`config.mk`:
```
export PLATFORM = sky130hd
export DESIGN_NAME = pid_allocator_next_safe
export DESIGN_NICKNAME = d
export VERILOG_FILES = /design/src/rtl/pa_pkg.sv /design/src/rtl/pa_scan_unit.sv /design/src/rtl/pid_allocator_next_safe.sv
export SDC_FILE = /design/constraint.sdc
export NUM_CORES = 1
export LEC_CHECK = 0
export BUFFER_PORTS_ARGS = -buffer_cell sky130_fd_sc_hd__buf_2
export CORE_MARGIN = 1
export CORE_UTILIZATION = 55
export CTS_BUF_LIST = sky130_fd_sc_hd__clkbuf_8
export CTS_CLUSTER_DIAMETER = 120
export CTS_CLUSTER_SIZE = 28
export DETAILED_ROUTE_END_ITERATION = 10
export PLACE_DENSITY = 0.71
export RECOVER_POWER = 50
export SLEW_MARGIN = 10
export SYNTH_ARGS = -nofsm -noshare
export SYNTH_HDL_FRONTEND = slang
export SYNTH_HIERARCHICAL = 1
export SYNTH_SLANG_ARGS = --single-unit
export TNS_END_PERCENT = 1
```
`constraint.sdc`:
```
create_clock -name clk -period 5.9 [get_ports clk]
set_input_delay 0.59 -clock clk [delete_from_list [all_inputs] [get_ports clk]]
set_output_delay 0.59 -clock clk [all_outputs]
set_load 0.03 [all_outputs]
```
`src/rtl/pa_pkg.sv`:
```
// shared types and codes for the process identifier allocator
// used by pa_scan_unit and pid_allocator_next_safe; depends on nothing
package pa_pkg;

	// fixed field widths of the transaction ports
	localparam int ID_FIELD_W = 10;
	localparam int STATUS_W   = 2;

	// command codes
	localparam logic CMD_ALLOC   = 1'b0;
	localparam logic CMD_RELEASE = 1'b1;

	// status codes
	localparam logic [STATUS_W-1:0] STATUS_OK       = 2'd0;
	localparam logic [STATUS_W-1:0] STATUS_FULL     = 2'd1;
	localparam logic [STATUS_W-1:0] STATUS_NOT_LIVE = 2'd2;

	// sequencer states
	typedef enum logic [1:0] {
		ST_CLEAR,
		ST_IDLE,
		ST_SCAN,
		ST_COMMIT
	} state_t;

	// per-entry outcome of the scan unit
	typedef struct packed {
		logic restart;
		logic free;
		logic hit;
	} scan_flags_t;

endpackage

```
`src/rtl/pa_scan_unit.sv`:
```
// shared compare unit: evaluates one table entry against the candidate,
// the safe bound and the release identifier; depends on pa_pkg
module pa_scan_unit #(
	parameter int PID_LIMIT = 1024
) (
	input  logic                                 alloc,
	input  logic                                 pick,
	input  logic                                 ent_valid,
	input  logic [$clog2(PID_LIMIT)-1:0]         ent_id,
	input  logic [pa_pkg::ID_FIELD_W-1:0]        rel_id,
	input  logic [$clog2(PID_LIMIT+1)-1:0]       cand,
	input  logic [$clog2(PID_LIMIT+1)-1:0]       bound,
	input  logic                                 free_found,
	input  logic                                 hit_found,
	output logic [$clog2(PID_LIMIT+1)-1:0]       cand_nxt,
	output logic [$clog2(PID_LIMIT+1)-1:0]       bound_nxt,
	output pa_pkg::scan_flags_t                  flags
);

	localparam int IDW  = $clog2(PID_LIMIT);
	localparam int BW   = $clog2(PID_LIMIT+1);
	localparam int RW   = pa_pkg::ID_FIELD_W;
	localparam int CMPW = (IDW > RW) ? IDW : RW;

	logic [BW:0]   cand_inc;
	logic [BW:0]   limit_w;
	logic [BW:0]   bound_w;
	logic [BW-1:0] id_ext;
	logic          coll;

	assign cand_inc = {1'b0, cand} + {{BW{1'b0}}, 1'b1};
	assign limit_w  = (BW+1)'(PID_LIMIT);
	assign bound_w  = {1'b0, bound};
	assign id_ext   = BW'(ent_id);
	assign coll     = pick && ent_valid && (id_ext == cand);

	// candidate bump, rescan on reaching the bound, bound shrink
	always_comb begin
		cand_nxt      = cand;
		bound_nxt     = bound;
		flags.restart = 1'b0;
		// lowest free slot on allocate, first matching live slot on release
		flags.free    = alloc && !ent_valid && !free_found;
		flags.hit     = !alloc && ent_valid && !hit_found &&
			(CMPW'(ent_id) == CMPW'(rel_id));
		if (coll) begin
			if (cand_inc >= bound_w) begin
				flags.restart = 1'b1;
				bound_nxt     = BW'(PID_LIMIT);
				if (cand_inc >= limit_w) begin
					cand_nxt = BW'(1);
				end else begin
					cand_nxt = BW'(cand_inc);
				end
			end else begin
				cand_nxt = BW'(cand_inc);
			end
		end else if (pick && ent_valid && (id_ext > cand) && (bound > id_ext)) begin
			bound_nxt = id_ext;
		end
	end

endmodule

```
`src/rtl/pid_allocator_next_safe.sv`:
```
// top level of the process identifier allocator: sequencer, live table
// memory and state registers; depends on pa_pkg and pa_scan_unit
//
// Hands out identifiers 1..PID_LIMIT-1 (never 0) and takes them back on
// release. A transaction is accepted when start is high and busy is low; its
// single result appears on status and given_id for exactly one cycle with
// done high, and the receiver cannot stall it. Every transaction but an
// allocate on a full table walks the live table through one read port and
// one shared compare unit, one entry a cycle, and an allocate whose candidate
// collides at the safe bound starts another pass. An allocate on a full table
// skips the walk and goes straight to commit. After reset the table is
// cleared one entry a cycle, and busy stays high until the clearing ends.
module pid_allocator_next_safe #(
	parameter int PID_LIMIT   = 1024,
	parameter int TABLE_DEPTH = 64
) (
	input  logic                                 clk,
	input  logic                                 arst_n,
	input  logic                                 start,
	output logic                                 busy,
	input  logic                                 command,
	input  logic [pa_pkg::ID_FIELD_W-1:0]        release_id,
	output logic                                 done,
	output logic [pa_pkg::STATUS_W-1:0]          status,
	output logic [pa_pkg::ID_FIELD_W-1:0]        given_id
);

	localparam int IDW = $clog2(PID_LIMIT);
	localparam int BW  = $clog2(PID_LIMIT+1);
	localparam int AW  = $clog2(TABLE_DEPTH);
	localparam int CW  = $clog2(TABLE_DEPTH+1);
	localparam int FW  = pa_pkg::ID_FIELD_W;
	localparam int SW  = pa_pkg::STATUS_W;
	localparam int MW  = IDW + 1;

	pa_pkg::state_t state_q, state_d;

	// live table: valid bit over identifier
	logic [MW-1:0] mem [TABLE_DEPTH];
	logic          mem_we;
	logic [AW-1:0] mem_waddr;
	logic [MW-1:0] mem_wdata;

	logic [AW-1:0] clr_idx_q;
	logic          cmd_q;
	logic [FW-1:0] rel_q;
	logic          full_q;
	logic          pick_q;
	logic [BW-1:0] cand_q;
	logic [BW-1:0] bound_q;
	logic [BW-1:0] last_q;
	logic [CW-1:0] count_q;
	logic          free_found_q;
	logic [AW-1:0] free_slot_q;
	logic          hit_found_q;
	logic [AW-1:0] hit_slot_q;
	logic [CW-1:0] rd_idx_q;
	logic          vld_s1;
	logic [AW-1:0] idx_s1;
	logic [MW-1:0] rdata_s1;
	logic          done_q;
	logic [SW-1:0] status_q;
	logic [FW-1:0] given_q;

	logic          accept;
	logic          is_alloc;
	logic          full_now;
	logic [BW:0]   last_inc;
	logic [BW-1:0] init_cand;
	logic          init_pick;
	logic          rd_issue;
	logic          scan_done;
	logic          alloc_ok;
	logic          release_ok;
	logic [BW-1:0] cand_nxt;
	logic [BW-1:0] bound_nxt;
	pa_pkg::scan_flags_t flags;

	assign busy     = (state_q != pa_pkg::ST_IDLE);
	assign accept   = start && (state_q == pa_pkg::ST_IDLE);
	assign is_alloc = (cmd_q == pa_pkg::CMD_ALLOC);

	// full when the table or the identifier space is used up
	assign full_now = (32'(count_q) >= 32'(TABLE_DEPTH)) ||
		(32'(count_q) >= 32'(PID_LIMIT - 1));

	// first candidate and whether the table must be scanned for it
	assign last_inc = {1'b0, last_q} + {{BW{1'b0}}, 1'b1};
	always_comb begin
		if (last_inc >= (BW+1)'(PID_LIMIT)) begin
			init_cand = BW'(1);
			init_pick = 1'b1;
		end else begin
			init_cand = BW'(last_inc);
			init_pick = (last_inc >= {1'b0, bound_q});
		end
	end

	// shared entry compare unit
	pa_scan_unit #(
		.PID_LIMIT (PID_LIMIT)
	) u_scan (
		.alloc      (is_alloc),
		.pick       (pick_q && is_alloc && vld_s1),
		.ent_valid  (rdata_s1[MW-1]),
		.ent_id     (rdata_s1[IDW-1:0]),
		.rel_id     (rel_q),
		.cand       (cand_q),
		.bound      (bound_q),
		.free_found (free_found_q),
		.hit_found  (hit_found_q),
		.cand_nxt   (cand_nxt),
		.bound_nxt  (bound_nxt),
		.flags      (flags)
	);

	assign rd_issue  = (state_q == pa_pkg::ST_SCAN) && (rd_idx_q < CW'(TABLE_DEPTH));
	assign scan_done = vld_s1 && (idx_s1 == AW'(TABLE_DEPTH - 1)) && !flags.restart;
	assign alloc_ok  = is_alloc && !full_q;
	assign release_ok = !is_alloc && hit_found_q && (rel_q != '0);

	// next state
	always_comb begin
		state_d = state_q;
		case (state_q)
			pa_pkg::ST_CLEAR: begin
				if (clr_idx_q == AW'(TABLE_DEPTH - 1)) begin
					state_d = pa_pkg::ST_IDLE;
				end
			end
			pa_pkg::ST_IDLE: begin
				if (accept) begin
					if ((command == pa_pkg::CMD_ALLOC) && full_now) begin
						state_d = pa_pkg::ST_COMMIT;
					end else begin
						state_d = pa_pkg::ST_SCAN;
					end
				end
			end
			pa_pkg::ST_SCAN: begin
				if (scan_done) begin
					state_d = pa_pkg::ST_COMMIT;
				end
			end
			pa_pkg::ST_COMMIT: begin
				state_d = pa_pkg::ST_IDLE;
			end
			default: begin
				state_d = pa_pkg::ST_IDLE;
			end
		endcase
	end

	// table write port per state
	always_comb begin
		mem_we    = 1'b0;
		mem_waddr = clr_idx_q;
		mem_wdata = '0;
		case (state_q)
			pa_pkg::ST_CLEAR: begin
				mem_we = 1'b1;
			end
			pa_pkg::ST_COMMIT: begin
				if (alloc_ok) begin
					mem_we    = 1'b1;
					mem_waddr = free_slot_q;
					mem_wdata = {1'b1, IDW'(cand_q)};
				end else if (release_ok) begin
					mem_we    = 1'b1;
					mem_waddr = hit_slot_q;
				end
			end
			default: begin
				mem_we = 1'b0;
			end
		endcase
	end

	always_ff @(posedge clk or negedge arst_n) begin
		if (!arst_n) begin
			state_q <= pa_pkg::ST_CLEAR;
		end else begin
			state_q <= state_d;
		end
	end

	// table memory
	always_ff @(posedge clk) begin
		if (mem_we) begin
			mem[mem_waddr] <= mem_wdata;
		end
	end

	always_ff @(posedge clk) begin
		if (rd_issue) begin
			rdata_s1 <= mem[rd_idx_q[AW-1:0]];
			idx_s1   <= rd_idx_q[AW-1:0];
		end
	end

	// clearing pass counter
	always_ff @(posedge clk or negedge arst_n) begin
		if (!arst_n) begin
			clr_idx_q <= '0;
		end else if (state_q == pa_pkg::ST_CLEAR) begin
			clr_idx_q <= clr_idx_q + AW'(1);
		end
	end

	// scan read pointer; a restart drops the read in flight
	always_ff @(posedge clk or negedge arst_n) begin
		if (!arst_n) begin
			rd_idx_q <= '0;
			vld_s1   <= 1'b0;
		end else if (accept || (vld_s1 && flags.restart)) begin
			rd_idx_q <= '0;
			vld_s1   <= 1'b0;
		end else if (rd_issue) begin
			rd_idx_q <= rd_idx_q + CW'(1);
			vld_s1   <= 1'b1;
		end else begin
			vld_s1   <= 1'b0;
		end
	end

	// transaction state: candidate, bound, slot search
	always_ff @(posedge clk or negedge arst_n) begin
		if (!arst_n) begin
			cmd_q        <= pa_pkg::CMD_ALLOC;
			rel_q        <= '0;
			full_q       <= 1'b0;
			pick_q       <= 1'b0;
			cand_q       <= '0;
			bound_q      <= BW'(PID_LIMIT);
			last_q       <= BW'(PID_LIMIT);
			count_q      <= '0;
			free_found_q <= 1'b0;
			free_slot_q  <= '0;
			hit_found_q  <= 1'b0;
			hit_slot_q   <= '0;
		end else begin
			if (accept) begin
				cmd_q        <= command;
				rel_q        <= release_id;
				full_q       <= full_now;
				free_found_q <= 1'b0;
				hit_found_q  <= 1'b0;
				pick_q       <= 1'b0;
				if ((command == pa_pkg::CMD_ALLOC) && !full_now) begin
					cand_q <= init_cand;
					pick_q <= init_pick;
					if (init_pick) begin
						bound_q <= BW'(PID_LIMIT);
					end
				end
			end else if ((state_q == pa_pkg::ST_SCAN) && vld_s1) begin
				cand_q  <= cand_nxt;
				bound_q <= bound_nxt;
				if (flags.free) begin
					free_found_q <= 1'b1;
					free_slot_q  <= idx_s1;
				end
				if (flags.hit) begin
					hit_found_q <= 1'b1;
					hit_slot_q  <= idx_s1;
				end
			end else if (state_q == pa_pkg::ST_COMMIT) begin
				if (alloc_ok) begin
					last_q  <= cand_q;
					count_q <= count_q + CW'(1);
				end else if (release_ok) begin
					count_q <= count_q - CW'(1);
				end
			end
		end
	end

	// result strobe and fields
	always_ff @(posedge clk or negedge arst_n) begin
		if (!arst_n) begin
			done_q   <= 1'b0;
			status_q <= pa_pkg::STATUS_OK;
			given_q  <= '0;
		end else begin
			done_q <= (state_q == pa_pkg::ST_COMMIT);
			if (state_q == pa_pkg::ST_COMMIT) begin
				if (is_alloc) begin
					status_q <= full_q ? pa_pkg::STATUS_FULL : pa_pkg::STATUS_OK;
					given_q  <= full_q ? '0 : FW'(cand_q);
				end else begin
					status_q <= release_ok ? pa_pkg::STATUS_OK : pa_pkg::STATUS_NOT_LIVE;
					given_q  <= '0;
				end
			end
		end
	end

	assign done     = done_q;
	assign status   = status_q;
	assign given_id = given_q;

endmodule
```
==> impl_metrics.ini <==
[status]
status = complete, but fails checks
violations = capacitance limit, slew limit

[route]
avgViaCountPerCell = 6.49
vias = 18900
drc = 0
wl_mm = 81.8
first_iter_violations = 2356
route.detailed.wl_per_inst_um = 28.1
ant_nets = 0
first_pass_iters = 6

[global_route]
grt_pass1_wl_mm = 121
grt_max_degree = 100
antenna_found_initial = 1
grt_overflow = 0
grt_pass1_vias = 18400
grtUsageTotal_pct = 25.7

[cells_and_area]
mostFrequentLayoutCells = 721 x edfxtp_1, 158 x mux4_2, 126 x nand2_1
nets = 2125
drive_above_1_share_pct = 15.3
synthToLayoutAreaGrowth_pct = 3.85
final_common_cell = edfxtp_1
seqCellArea_um2 = 24100
postLayoutCoreUtil_pct = 57.8
final_cell_area_um2 = 36400
fin_cells = 2914
multiInputGateArea_um2 = 10000
nFillCells = 4686

[logic_synthesis]
synth_cell_types = 83
yosysSeqAreaShare_pct = 68.7
synthArstFlopShare_pct = 11.8
synth_seq_cells = 817
synth-edff-count = 721
syn_area_um2 = 35000
synthCells = 2063
synth_area_leader_cell = edfxtp_1
yosysTopAreaCellShare_pct = 61.8
synth_area_leaders = edfxtp_1 62%, mux4_2 10%, dfrtp_1 6.7%
syn_area_per_cell_um2 = 17.0
ys.flop_type = edfxtp_1
syn-num-nets = 2134
ys_warn_count = 6

[timing]
slew_violations = 997
final_hold_viol_count = 0
timing.final.crit_share_pct = 83.2
finalSetupTns_ps = 0
rsz0062_at_grt = false
fmax_ghz = 0.204
skew_ps = 36.5
period_minus_slack_ps = 4910
worst_slew_pin_slew_ps = 3490
setup_viol = 0
finalWorstSetupSlack_ps = 988
max_slew_margin_pct = -133

[placement]
gp_congestion = 0.922
portBuffers = 27
dp_cells = 2862
pre_cts_slack_ps = 1730
hpwl_mm = 51.5
placed_cell_area_um2 = 35900

[critical_path]
worst-path-buf-inv = 1
cp.required_ps = 6360
arrival_ps = 5370
cp-end-kind = flop
worstPathMaxFanout = 62
cp_slowest_stage_delay_ps = 2370
worstPathCellList = clkbuf_1 -> nand2_1 -> a221oi_1 -> o21ai_1 -> o211a_1 -> o221ai_1
crit_family = buffers and inverters
worstSetupStartpointType = flop
critical_path_class = reg2reg
cp_slowest_cell = clkbuf_1

[floorplanning]
die_w_um = 254
coreArea_um2 = 63000
num_io_pins = 28
start_util_pct = 55.6
die_h_um = 254
rows = 92
dieArea_um2 = 64700

[flow_run]
cap_violations = 17

[cts]
cts_root_buf = clkbuf_8
cts_setup_buffers = 0
clock_path_buffers = 3
htree_levels = 2
cts_buffers = 35
cts.sinks = 817
insertion_delay_ps = 690
clkTransAtPathRegs_ps = 170
cts_tree = yes

[power_and_ir_drop]
vdd_drop_max_mv = 0.171
p_leak_uw = 0.0102
powerDensity_nw_per_um2 = 232

[worst_hold_path]
worstHoldPathType = in2reg
==> timing repair <==
item | in CTS | in global routing
endpoints found under the hold margin | 30 | 0
gates resized for setup | 0 | 0
hold buffers | 1 | 0
endpoints found under the setup margin | 0 | 0
==> routing by layer <==
metal / vias to the layer above / track usage, % / share of wire (%)
met3: 132 / 4.52 / 8.4
met4: 0 / 7.93 / 3.3
met5: - / 0 / 0
li1: 8093 / - / -
met2: 905 / 40.2 / 48
met1: 9773 / 37.1 / 41
==> kinds of logic after synthesis <==
group           synth area share [%]
fa+ha+maj                       2.06
flops                           68.7
xor+xnor                        1.20
buf+inv                         2.63
compound gates                  5.46
simple gates                    5.65
mux                             14.3
==> cell usage after synthesis, types with 29 or more instances <==
master / number
a21oi_1: 51
and3_1: 29
clkbuf_1: 48
dfrtp_1: 94
edfxtp_1: 721
ha_1: 56
inv_1: 59
mux2_2: 45
mux2i_1: 81
mux4_2: 158
nand2_1: 126
nand3_1: 33
nor2_1: 106
o21ai_0: 35
xnor2_1: 35
==> worst paths after layout <==
path | from | endpoint | slack (ps) | cells after the start
min in group asynchronous | arst_n | bound_q[7] | 940 | 2
worst min-delay path | release_id[4] | rel_q[4] | 80 | 3
worst max-delay path | rd_idx_q[3] | rdata_s1[2] | 990 | 6
worst min register to register | given_id[3] | given_id[3] | 500 | 1
max in group asynchronous | arst_n | rd_idx_q[0] | 2370 | 3
worst max register to register | rd_idx_q[3] | rdata_s1[2] | 990 | 6
==> worst min-delay path, delay by kind of cell <==
family                 cells  cell delay, ps
buffers and inverters      1              70
and+or+nand+nor            2              90
==> report_power, final <==
part | internal [µW] | leakage (µW) | switching [µW]
Combinational | 3.66 | 0.00353 | 15.3
Clock | 596 | 0.000338 | 1610
Sequential | 6200 | 0.00632 | 0
==> state kept, by name (all words and copies together), names as in the netlist, 2 cells and up <==
signal and flops:
mem 704, bound_q 11, cand_q 11, last_q 11, rdata_s1 11, given_id 10
rel_q 10, count_q 7, rd_idx_q 7, clr_idx_q 6, free_slot_q 6, hit_slot_q 6
idx_s1 6, state_q 2, status 2
==> cell type report <==
class	instances	area share, %
Antenna cell	1	0.00688
Inverter	63	0.653
Timing Repair Buffer	64	1.11
Clock buffer	37	1.40
Tap cell	846	2.91
Multi-Input combinational cell	1073	27.6
Clock inverter	13	0.203
Sequential cell	817	66.1
==> through the flow <==
stage | power, µW | hold slack, ps
floorplan | 6330 | 294
global placement | 6350 | 464
detailed placement | 6350 | 465
CTS | 8460 | 66.9
global route | 8630 | 61.8
finish | 8430 | 84.7
No activity file was read; power rests on OpenSTA's default activity.
